--- config.mk ---
export PLATFORM = sky130hd
export DESIGN_NAME = timed_differential_drive_sequencer_core
export DESIGN_NICKNAME = d
export VERILOG_FILES = /design/src/sv/tdds_pkg.sv /design/src/sv/timed_differential_drive_sequencer_core.sv
export SDC_FILE = /design/constraint.sdc
export NUM_CORES = 1
export LEC_CHECK = 0
export ABC_AREA = 1
export BUFFER_PORTS_ARGS = -buffer_cell sky130_fd_sc_hd__buf_2
export CAP_MARGIN = 10
export CORE_MARGIN = 5
export CORE_UTILIZATION = 55
export DETAILED_ROUTE_END_ITERATION = 16
export PLACE_DENSITY = 0.78
export REMOVE_ABC_BUFFERS = 1
export SETUP_SLACK_MARGIN = 0.4
export SYNTH_ARGS = -nofsm -noshare
export SYNTH_HDL_FRONTEND = slang
export SYNTH_SLANG_ARGS = --single-unit
--- constraint.sdc ---
create_clock -name clk -period 6.4 [get_ports clk]
set_input_delay 0.64 -clock clk [delete_from_list [all_inputs] [get_ports clk]]
set_output_delay 0.64 -clock clk [all_outputs]
set_load 0.05 [all_outputs]
--- src/sv/tdds_pkg.sv ---
// Package for the timed differential-drive sequencer.
// Holds the beat layouts, command and move codes, and the side-drive helpers.
// No dependencies; imported by timed_differential_drive_sequencer_core.
package tdds_pkg;

    // Field widths of the input beat.
    localparam int FUNC_W  = 3;
    localparam int MOVE_W  = 5;
    localparam int SPEED_W = 8;
    localparam int DURATION_BITS = 16;

    // Field widths of the result beat.
    localparam int DUTY_W  = 8;

    // Beat widths (input fields pack to exactly four bytes; results pad to five).
    localparam int IN_W    = FUNC_W + MOVE_W + SPEED_W + DURATION_BITS;
    localparam int OUT_RAW = 4 * DUTY_W + MOVE_W + 2;
    localparam int OUT_W   = ((OUT_RAW + 7) / 8) * 8;

    // Configuration registers.
    localparam int CFG_IDX_W = 1;
    localparam int CFG_W     = 10;
    localparam int HALF_W    = 10;

    localparam logic [CFG_IDX_W-1:0] CFG_DEFAULT_SPEED = 1'b0;
    localparam logic [CFG_IDX_W-1:0] CFG_WIGGLE_HALF   = 1'b1;

    localparam logic [SPEED_W-1:0] DEFAULT_SPEED_RESET = 8'd150;
    localparam logic [HALF_W-1:0]  WIGGLE_HALF_RESET   = 10'd150;

    // Command codes carried in the func field.
    typedef enum logic [FUNC_W-1:0] {
        FUNC_TICK       = 3'd0,
        FUNC_DRIVE      = 3'd1,
        FUNC_DRIVE_TIME = 3'd2,
        FUNC_STOP       = 3'd3,
        FUNC_LOCK       = 3'd4,
        FUNC_UNLOCK     = 3'd5
    } func_t;

    // Move codes.
    localparam logic [MOVE_W-1:0] MOVE_STOP        = 5'd0;
    localparam logic [MOVE_W-1:0] MOVE_FWD         = 5'd1;
    localparam logic [MOVE_W-1:0] MOVE_BACK        = 5'd2;
    localparam logic [MOVE_W-1:0] MOVE_PIVOT_L     = 5'd3;
    localparam logic [MOVE_W-1:0] MOVE_PIVOT_R     = 5'd4;
    localparam logic [MOVE_W-1:0] MOVE_TURN_L      = 5'd5;
    localparam logic [MOVE_W-1:0] MOVE_TURN_R      = 5'd6;
    localparam logic [MOVE_W-1:0] MOVE_CURVE_L     = 5'd7;
    localparam logic [MOVE_W-1:0] MOVE_CURVE_R     = 5'd8;
    localparam logic [MOVE_W-1:0] MOVE_WIGGLE      = 5'd9;
    localparam logic [MOVE_W-1:0] MOVE_DONUT       = 5'd10;
    localparam logic [MOVE_W-1:0] MOVE_HOP         = 5'd11;
    localparam logic [MOVE_W-1:0] MOVE_FLINCH      = 5'd12;
    localparam logic [MOVE_W-1:0] MOVE_JERK        = 5'd13;
    localparam logic [MOVE_W-1:0] MOVE_SLOW_FWD    = 5'd14;
    localparam logic [MOVE_W-1:0] MOVE_SLOW_CURVE  = 5'd15;
    localparam logic [MOVE_W-1:0] MOVE_SLOW_REV    = 5'd16;
    localparam logic [MOVE_W-1:0] MOVE_LAST        = MOVE_SLOW_REV;

    // Fixed speeds, boosts and caps of the special moves.
    localparam logic [DUTY_W-1:0] DONUT_CAP   = 8'd240;
    localparam logic [DUTY_W:0]   DUTY_CAP    = 9'd255;
    localparam logic [DUTY_W-1:0] BOOST_SMALL = 8'd35;
    localparam logic [DUTY_W-1:0] BOOST_LARGE = 8'd50;
    localparam logic [DUTY_W-1:0] JERK_SPEED  = 8'd200;
    localparam logic [DUTY_W-1:0] SLOW_SPEED  = 8'd110;
    localparam logic [DUTY_W-1:0] SLOW_OUTER  = 8'd140;
    localparam logic [DUTY_W-1:0] SLOW_INNER  = 8'd65;

    // Reciprocal of five in 10-bit fixed point; exact for dividends below 1024.
    localparam logic [7:0] RECIP_FIVE = 8'd205;

    // One motor side: direction and magnitude.
    typedef struct packed {
        logic              rev;
        logic [DUTY_W-1:0] mag;
    } side_t;

    function automatic side_t side_fwd(input logic [DUTY_W-1:0] mag);
        side_t s;
        s.rev = 1'b0;
        s.mag = mag;
        return s;
    endfunction

    function automatic side_t side_rev(input logic [DUTY_W-1:0] mag);
        side_t s;
        s.rev = 1'b1;
        s.mag = mag;
        return s;
    endfunction

    // Forward and reverse duties of one side.
    function automatic logic [DUTY_W-1:0] fwd_duty(input side_t s);
        return s.rev ? '0 : s.mag;
    endfunction

    function automatic logic [DUTY_W-1:0] back_duty(input side_t s);
        return s.rev ? s.mag : '0;
    endfunction

endpackage

--- src/sv/timed_differential_drive_sequencer_core.sv ---
// Timed differential-drive sequencer: move commands and ticks to four H-bridge duties.
// Depends on tdds_pkg for beat layouts, codes and side-drive helpers.
//
//  Channel  | Direction | Handshake                 | Content
//  ---------+-----------+---------------------------+------------------------------------
//  s_axis   | in        | s_axis_tvalid/tready      | func, move, speed, duration_ms
//  m_axis   | out       | m_axis_tvalid/tready      | four duties, move_now, flags
//  cfg      | in        | cfg_valid/cfg_ready       | register index and write data
//
// Each command or tick beat is registered, then combinational logic updates the
// state and result registers, so one beat is taken every cycle unless the result stalls.
// The state registers double as the result register; a stalled result holds them.
// rst_n resets all registers but the input data fields asynchronously, to their reset values.
// The input stage keeps taking beats while the result is waiting, one deep.
module timed_differential_drive_sequencer_core (
    input  logic                         clk,
    input  logic                         rst_n,
    input  logic                         s_axis_tvalid,
    output logic                         s_axis_tready,
    // [2:0] func, [7:3] move, [15:8] speed, [31:16] duration_ms
    input  logic [tdds_pkg::IN_W-1:0]    s_axis_tdata,
    output logic                         m_axis_tvalid,
    input  logic                         m_axis_tready,
    // [7:0] left_fwd_duty, [15:8] left_back_duty, [23:16] right_fwd_duty,
    // [31:24] right_back_duty, [36:32] move_now, [37] is_locked,
    // [38] timed_running, [39] zero
    output logic [tdds_pkg::OUT_W-1:0]   m_axis_tdata,
    input  logic                         cfg_valid,
    output logic                         cfg_ready,
    input  logic [tdds_pkg::CFG_IDX_W-1:0] cfg_index,
    input  logic [tdds_pkg::CFG_W-1:0]   cfg_data
);
    import tdds_pkg::*;

    // Configuration registers.
    logic [SPEED_W-1:0]        default_speed_reg;
    logic [HALF_W-1:0]         half_period_reg;

    // Input stage.
    logic                      in_valid_reg;
    logic [FUNC_W-1:0]         in_func_reg;
    logic [MOVE_W-1:0]         in_move_reg;
    logic [SPEED_W-1:0]        in_speed_reg;
    logic [DURATION_BITS-1:0]  in_dur_reg;

    // Sequencer state.
    logic                      out_valid_reg;
    logic [MOVE_W-1:0]         move_reg,     move_next;
    logic [SPEED_W-1:0]        speed_reg,    speed_next;
    logic                      lock_reg,     lock_next;
    logic                      timed_reg,    timed_next;
    logic [DURATION_BITS-1:0]  elapsed_reg,  elapsed_next;
    logic [DURATION_BITS-1:0]  duration_reg, duration_next;
    logic [HALF_W-1:0]         wcount_reg,   wcount_next;
    logic                      phase_reg,    phase_next;
    logic [DUTY_W-1:0]         lf_reg, lf_next;
    logic [DUTY_W-1:0]         lb_reg, lb_next;
    logic [DUTY_W-1:0]         rf_reg, rf_next;
    logic [DUTY_W-1:0]         rb_reg, rb_next;

    // Datapath.
    logic                      proc_fire;
    logic [MOVE_W-1:0]         mv_sel;
    logic [SPEED_W-1:0]        s_eff;
    logic [11:0]               s_x9;
    logic [9:0]                s_x9_q;
    logic [17:0]               curve_prod;
    logic [DUTY_W-1:0]         curve_spd;
    logic [DUTY_W:0]           boost35;
    logic [DUTY_W:0]           boost50;
    logic [DUTY_W-1:0]         donut_spd;
    logic [DUTY_W-1:0]         hop_spd;
    logic [DUTY_W-1:0]         flinch_spd;
    side_t                     cmd_left, cmd_right;
    side_t                     wig_left, wig_right;
    side_t                     ld_left,  ld_right;
    logic                      load_sides;
    logic                      do_stop;
    logic [DURATION_BITS-1:0]  elapsed_inc;
    logic [HALF_W-1:0]         wcount_inc;
    logic                      wcount_wrap;
    logic                      phase_tick;
    logic [DUTY_W-1:0]         half_spd;

    // Handshakes: the input stage drains whenever the result slot is free.
    assign proc_fire     = in_valid_reg && (!out_valid_reg || m_axis_tready);
    assign s_axis_tready = !in_valid_reg || proc_fire;
    assign cfg_ready     = 1'b1;
    assign m_axis_tvalid = out_valid_reg;

    // Result beat straight from the state registers.
    assign m_axis_tdata = {{(OUT_W - OUT_RAW){1'b0}}, timed_reg, lock_reg, move_reg,
                           rb_reg, rf_reg, lb_reg, lf_reg};

    // Configuration writes.
    always_ff @(posedge clk or negedge rst_n)
    begin
        if (!rst_n)
        begin
            default_speed_reg <= DEFAULT_SPEED_RESET;
            half_period_reg   <= WIGGLE_HALF_RESET;
        end
        else if (cfg_valid)
        begin
            unique case (cfg_index)
                CFG_DEFAULT_SPEED: default_speed_reg <= cfg_data[SPEED_W-1:0];
                CFG_WIGGLE_HALF:   half_period_reg   <= cfg_data[HALF_W-1:0];
                default:           ;
            endcase
        end
    end

    // Input register stage.
    always_ff @(posedge clk or negedge rst_n)
    begin
        if (!rst_n)
            in_valid_reg <= 1'b0;
        else if (s_axis_tready)
            in_valid_reg <= s_axis_tvalid;
    end

    always_ff @(posedge clk)
    begin
        if (s_axis_tvalid && s_axis_tready)
        begin
            in_func_reg  <= s_axis_tdata[FUNC_W-1:0];
            in_move_reg  <= s_axis_tdata[FUNC_W +: MOVE_W];
            in_speed_reg <= s_axis_tdata[FUNC_W+MOVE_W +: SPEED_W];
            in_dur_reg   <= s_axis_tdata[FUNC_W+MOVE_W+SPEED_W +: DURATION_BITS];
        end
    end

    // Move code, with out-of-range codes selecting stop, and commanded speed, with zero selecting the default speed.
    assign mv_sel = (in_move_reg > MOVE_LAST) ? MOVE_STOP : in_move_reg;
    assign s_eff  = (in_speed_reg == '0) ? default_speed_reg : in_speed_reg;

    // Curve inner speed: s*45/100 = ((s*9)/4)/5, the last step by reciprocal.
    assign s_x9       = {1'b0, s_eff, 3'b000} + {4'b0000, s_eff};
    assign s_x9_q     = s_x9[11:2];
    assign curve_prod = {8'd0, s_x9_q} * {10'd0, RECIP_FIVE};
    assign curve_spd  = curve_prod[17:10];

    // Boosted speeds with their caps.
    assign boost35    = {1'b0, s_eff} + {1'b0, BOOST_SMALL};
    assign boost50    = {1'b0, s_eff} + {1'b0, BOOST_LARGE};
    assign donut_spd  = (boost35 > {1'b0, DONUT_CAP}) ? DONUT_CAP : boost35[DUTY_W-1:0];
    assign hop_spd    = (boost35 > DUTY_CAP) ? DUTY_CAP[DUTY_W-1:0] : boost35[DUTY_W-1:0];
    assign flinch_spd = (boost50 > DUTY_CAP) ? DUTY_CAP[DUTY_W-1:0] : boost50[DUTY_W-1:0];

    // Side drives of a new move command.
    always_comb
    begin
        cmd_left  = side_fwd('0);
        cmd_right = side_fwd('0);
        unique case (mv_sel)
            MOVE_FWD:        begin cmd_left = side_fwd(s_eff);      cmd_right = side_fwd(s_eff);      end
            MOVE_BACK:       begin cmd_left = side_rev(s_eff);      cmd_right = side_rev(s_eff);      end
            MOVE_PIVOT_L:    begin cmd_left = side_rev(s_eff);      cmd_right = side_fwd(s_eff);      end
            MOVE_PIVOT_R:    begin cmd_left = side_fwd(s_eff);      cmd_right = side_rev(s_eff);      end
            MOVE_TURN_L:     begin cmd_left = side_fwd('0);         cmd_right = side_fwd(s_eff);      end
            MOVE_TURN_R:     begin cmd_left = side_fwd(s_eff);      cmd_right = side_fwd('0);         end
            MOVE_CURVE_L:    begin cmd_left = side_fwd(curve_spd);  cmd_right = side_fwd(s_eff);      end
            MOVE_CURVE_R:    begin cmd_left = side_fwd(s_eff);      cmd_right = side_fwd(curve_spd);  end
            MOVE_WIGGLE:     begin cmd_left = side_fwd(s_eff);      cmd_right = side_rev(s_eff);      end
            MOVE_DONUT:      begin cmd_left = side_fwd(donut_spd);  cmd_right = side_rev(donut_spd);  end
            MOVE_HOP:        begin cmd_left = side_fwd(hop_spd);    cmd_right = side_fwd(hop_spd);    end
            MOVE_FLINCH:     begin cmd_left = side_rev(flinch_spd); cmd_right = side_rev(flinch_spd); end
            MOVE_JERK:       begin cmd_left = side_fwd(JERK_SPEED); cmd_right = side_fwd(JERK_SPEED); end
            MOVE_SLOW_FWD:   begin cmd_left = side_fwd(SLOW_SPEED); cmd_right = side_fwd(SLOW_SPEED); end
            MOVE_SLOW_CURVE: begin cmd_left = side_fwd(SLOW_OUTER); cmd_right = side_fwd(SLOW_INNER); end
            MOVE_SLOW_REV:   begin cmd_left = side_rev(SLOW_OUTER); cmd_right = side_rev(SLOW_INNER); end
            default:         ;
        endcase
    end

    // Tick arithmetic: saturating elapsed count and the wiggle half-period counter.
    assign elapsed_inc = (elapsed_reg != '1) ? (elapsed_reg + 1'b1) : elapsed_reg;
    assign wcount_inc  = wcount_reg + 1'b1;
    assign wcount_wrap = (wcount_inc >= half_period_reg);
    assign phase_tick  = phase_reg ^ wcount_wrap;
    assign half_spd    = {1'b0, speed_reg[SPEED_W-1:1]};
    assign wig_left    = phase_tick ? side_fwd(half_spd) : side_rev(half_spd);
    assign wig_right   = phase_tick ? side_rev(half_spd) : side_fwd(half_spd);

    // Next state for the beat in the input stage.
    always_comb
    begin
        move_next     = move_reg;
        speed_next    = speed_reg;
        lock_next     = lock_reg;
        timed_next    = timed_reg;
        elapsed_next  = elapsed_reg;
        duration_next = duration_reg;
        wcount_next   = wcount_reg;
        phase_next    = phase_reg;
        load_sides    = 1'b0;
        ld_left       = cmd_left;
        ld_right      = cmd_right;
        do_stop       = 1'b0;

        if (proc_fire)
        begin
            unique case (in_func_reg)
                FUNC_TICK:
                begin
                    if (lock_reg)
                        do_stop = (move_reg != MOVE_STOP);
                    else if (timed_reg)
                    begin
                        elapsed_next = elapsed_inc;
                        if (elapsed_inc >= duration_reg)
                            do_stop = 1'b1;
                        else if (move_reg == MOVE_WIGGLE)
                        begin
                            wcount_next = wcount_wrap ? '0 : wcount_inc;
                            phase_next  = phase_tick;
                            load_sides  = 1'b1;
                            ld_left     = wig_left;
                            ld_right    = wig_right;
                        end
                    end
                end
                FUNC_DRIVE, FUNC_DRIVE_TIME:
                begin
                    if (!lock_reg)
                    begin
                        move_next  = mv_sel;
                        speed_next = in_speed_reg;
                        load_sides = 1'b1;
                        timed_next = (in_func_reg == FUNC_DRIVE_TIME);
                        if (in_func_reg == FUNC_DRIVE_TIME)
                        begin
                            elapsed_next  = '0;
                            duration_next = in_dur_reg;
                            wcount_next   = '0;
                            phase_next    = 1'b0;
                        end
                    end
                end
                FUNC_STOP:
                    do_stop = 1'b1;
                FUNC_LOCK:
                begin
                    lock_next = 1'b1;
                    do_stop   = 1'b1;
                end
                FUNC_UNLOCK:
                    lock_next = 1'b0;
                default:
                    ;
            endcase
        end

        // Stop clears the move and all four duties.
        if (do_stop)
        begin
            timed_next = 1'b0;
            move_next  = MOVE_STOP;
            speed_next = '0;
            lf_next    = '0;
            lb_next    = '0;
            rf_next    = '0;
            rb_next    = '0;
        end
        else if (load_sides)
        begin
            lf_next = fwd_duty(ld_left);
            lb_next = back_duty(ld_left);
            rf_next = fwd_duty(ld_right);
            rb_next = back_duty(ld_right);
        end
        else
        begin
            lf_next = lf_reg;
            lb_next = lb_reg;
            rf_next = rf_reg;
            rb_next = rb_reg;
        end
    end

    // State and result registers.
    always_ff @(posedge clk or negedge rst_n)
    begin
        if (!rst_n)
        begin
            out_valid_reg <= 1'b0;
            move_reg      <= MOVE_STOP;
            speed_reg     <= '0;
            lock_reg      <= 1'b0;
            timed_reg     <= 1'b0;
            elapsed_reg   <= '0;
            duration_reg  <= '0;
            wcount_reg    <= '0;
            phase_reg     <= 1'b0;
            lf_reg        <= '0;
            lb_reg        <= '0;
            rf_reg        <= '0;
            rb_reg        <= '0;
        end
        else
        begin
            if (proc_fire)
                out_valid_reg <= 1'b1;
            else if (m_axis_tready)
                out_valid_reg <= 1'b0;
            move_reg     <= move_next;
            speed_reg    <= speed_next;
            lock_reg     <= lock_next;
            timed_reg    <= timed_next;
            elapsed_reg  <= elapsed_next;
            duration_reg <= duration_next;
            wcount_reg   <= wcount_next;
            phase_reg    <= phase_next;
            lf_reg       <= lf_next;
            lb_reg       <= lb_next;
            rf_reg       <= rf_next;
            rb_reg       <= rb_next;
        end
    end

    // While locked the drive stays stopped.
    assert property (@(posedge clk) disable iff (!rst_n)
        lock_reg |-> (move_reg == MOVE_STOP) && (lf_reg == '0) && (lb_reg == '0)
                     && (rf_reg == '0) && (rb_reg == '0))
        else $error("locked sequencer is driving the motors");

    // The stop move never drives a duty.
    assert property (@(posedge clk) disable iff (!rst_n)
        (move_reg == MOVE_STOP) |-> (lf_reg == '0) && (lb_reg == '0)
                                    && (rf_reg == '0) && (rb_reg == '0))
        else $error("stop move with a non-zero duty");

    // A bridge side is never driven both ways at once.
    assert property (@(posedge clk) disable iff (!rst_n)
        ((lf_reg == '0) || (lb_reg == '0)) && ((rf_reg == '0) || (rb_reg == '0)))
        else $error("forward and reverse duty both active on one side");

    // A waiting result keeps the state untouched.
    assert property (@(posedge clk) disable iff (!rst_n)
        (out_valid_reg && !m_axis_tready) |=> $stable(move_reg) && $stable(lock_reg)
            && $stable(timed_reg) && $stable(elapsed_reg) && $stable(lf_reg)
            && $stable(rb_reg))
        else $error("state changed while a result was stalled");

    // A zero half period makes the wiggle phase flip on every tick.
    assert property (@(posedge clk) disable iff (!rst_n)
        (half_period_reg == '0) |-> wcount_wrap)
        else $error("wiggle counter failed to wrap with zero half period");

endmodule
==> impl_metrics.tcl <==
set metrics [dict create \
    finClkSkew_ps 18.2 \
    hold_viol 0 \
    cp-endpoint "rf_reg[5]" \
    ctsHtreeMaxLevel 4 \
    numCtsBuffers 17 \
    critPathKind "flop to flop" \
    cts_tree "done" \
    synthArstFlopShare_pct 77.3 \
    critPathMostFrequentCell "nand2_1" \
    yosys-top-cells-area "dfrtp_1 (25%), nand2_1 (11%), ha_1 (10%), edfxtp_1 (9.6%), inv_1 (7.4%)" \
    finalCritPeriodShare_pct 90.0 \
    routed_wl_um 25700 \
    synth.largest_area_cell "dfrtp_1" \
    core_um2 18000 \
    place_hpwl_um 19200 \
    hp-class "input port to asynchronous set/reset pin" \
    worstSkewPairLatency_ps 440 \
    drc_errors 0 \
    worstSetupStartpointType "flop" \
    worstPathRequired_ps 6730 \
    finalNonFillerCells 1620 \
    finalSetupTns_ps 0 \
    antenna_found_initial 0 \
    ys_ff_latch 141 \
    ys_warn_count 0 \
    slew_viol_final 0 \
    synth_top_area_share_pct 25.2 \
    num_vias 8900 \
    syn_area_um2 10000 \
    final_nets 1526 \
    synth_cell_types 54 \
    synth-main-ff-cell "dfrtp_1" \
    cp_data_arrival_time_ps 6080 \
    grt_pass1_vias 8944 \
    rsz0062_at_grt "yes" \
    grt_use_total_pct 24.3 \
    place_congestion 0.930 \
    netlist_instances 1269 \
    leakage_nw 6.10 \
    holdBufCountCts 0 \
    critical_path.slowest_cell "fa_1" \
    antenna_left 0 \
    max_stage_delay_ps 520 \
    die_area_um2 21100 \
    cp-end-kind "flop" \
    cts-root-buf "clkbuf_16" \
    drive_above_1_share_pct 19.0 \
    num_io_pins 91 \
    chipHeight_um 145 \
    drt_iter0_markers 642 \
    grt.overflow.total 0 \
    worstMarginPinSlew_ps 868 \
    ir_drop_mv 0.891 \
    syn2layout_area_growth_pct 16.0 \
    clk_path_buf_depth 2 \
    dpl.cell_count 1569 \
    grt_pass1_wl_um 42800 \
    worstReg2RegStart "in_speed_reg[7]" \
    outcome "finished clean" \
    via_per_inst 5.49 \
    initial_core_util_pct 55.9 \
    core.rowCount 49 \
    path_clk_slew_ps 60 \
    finalSetupViolations 0 \
    fin_crit_ps 5760 \
    synth_edf_count 32 \
    synth.yosys.seq_area_share_pct 36.8 \
    yosysMostFrequentCell "nand2_1" \
    cap_violations 0 \
    reg2reg_to "rf_reg[5]" \
    clock-sinks 141 \
    ys_top_cells_by_count "nand2_1 (292), inv_1 (199), nor2_1 (102), dfrtp_1 (101), ha_1 (83)" \
    power_density_nw_per_um2 438 \
    r2r_slack_ps 640 \
    slew_headroom_pct 42.1 \
    wire_per_inst_um 15.9 \
    r2r_cells 35 \
    critPathMaxFanout 6 \
    max_freq_ghz 0.174 \
    drtPass1Iterations 5 \
    grt_start_max_net_pins 66 \
    avgSynthCellArea_um2 7.91 \
    diodes 0 \
    fill_cells 1534 \
    startpoint "in_speed_reg[7]" \
    die_x_um 145 \
    portBuffers 88 \
]
## how the worst min path moves through the flow
stage / from / endpoint / slack, ps / cells past startpoint
floorplan: rst_n / default_speed_reg[0] / 340 / 0
global placement: in_dur_reg[7] / duration_reg[7] / 430 / 2
detailed placement: in_dur_reg[6] / duration_reg[6] / 440 / 2
CTS: rst_n / rf_reg[5] / 230 / 1
global route: rst_n / rb_reg[5] / 260 / 1
finish: rst_n / lf_reg[6] / 220 / 1
## logic make-up (layout without fill, tap and decap cells)
group / Yosys count / count (layout) / share of synthesized area (%)
other: 2 / 2 / 0.0748
and+or+nand+nor: 574 / 574 / 26.3
xor gates and xnor gates: 32 / 32 / 3.09
muxes: 2 / 2 / 0.212
DFF: 141 / 141 / 36.8
buffers and inverters: 243 / 365 / 9.67
adders and majority gates: 100 / 100 / 13.7
AOI/OAI and AO/OA: 175 / 175 / 10.1
## layout make-up
| class | count | area, µm² | share of cell area, % |
|---|---|---|---|
| clock buffers | 19 | 454 | 3.90 |
| clock inverters | 13 | 128 | 1.10 |
| inverters | 215 | 820 | 7.04 |
| flip-flops and latches | 141 | 3700 | 31.8 |
| multi-input cells | 885 | 5570 | 47.8 |
| well taps | 229 | 287 | 2.46 |
| repair buffers | 118 | 684 | 5.88 |
## worst max-delay path, delay by kind of cell (launching register included)
kind                       cells  cell delay, ps
AOI/OAI and AO/OA              3             370
xor gates and xnor gates       2             390
adders and majority gates      4            1810
buffers and inverters          6             580
DFF                            1             430
and+or+nand+nor               20            2040
## layer usage
layer | routed length (µm) | share of wire [%] | vias up | global-route usage [%]
met5 | 0 | 0 | - | 0
met4 | 614 | 2.4 | 0 | 7.84
met3 | 1320 | 5.2 | 50 | 4.93
met2 | 12800 | 50 | 262 | 41.6
met1 | 10900 | 43 | 4244 | 30.9
li1 | - | - | 4344 | -
## cells in the final DEF (no fill, tap or decap), types with 5 or more instances in the layout
master and count:
a211oi_1 10, a21oi_1 40, a21oi_2 6, a21oi_4 5, buf_2 87, buf_4 29
clkbuf_16 18, dfrtp_1 101, dfstp_2 8, edfxtp_1 32, fa_1 17, ha_1 77
inv_1 195, inv_2 16, nand2_1 280, nand2_2 26, nand2_4 7, nand3_1 54
nand3b_1 8, nand4_1 55, nor2_1 96, nor2_2 9, nor2_4 6, nor3_1 19
o21ai_0 69, o21ai_1 13, o22ai_1 12, xor2_1 24, xor2_2 5
## per-stage QoR
stage	hold WS, ps	setup slack, ps	instance area, µm²	power [mW]	util [%]
6_report	218	643	11600	5.10	64.8
3_3_place_gp	434	357	10700	3.71	59.6
2_1_floorplan	344	459	9880	3.17	-
5_1_grt	259	299	11600	5.61	64.8
4_1_cts	230	422	11300	4.82	63.1
3_5_place_dp	442	165	10700	3.80	59.6
## report_power, final
part / leakage [nW] / internal, mW / total (mW) / switching [mW]
Combinational: 4.12 / 1.07 / 2.85 / 1.78
Clock: 0.278 / 0.565 / 0.974 / 0.409
Sequential: 1.70 / 1.13 / 1.27 / 0.146
Total: 6.10 / 2.76 / 5.10 / 2.34
## repair_timing
action,4_1_cts,5_1_grt
setup endpoints to repair,26,32
endpoints found under the hold margin,0,0
gates resized for setup,3,49
buffers inserted,3,16
pin swaps,2,40
Power figures use the tool's default switching activity.
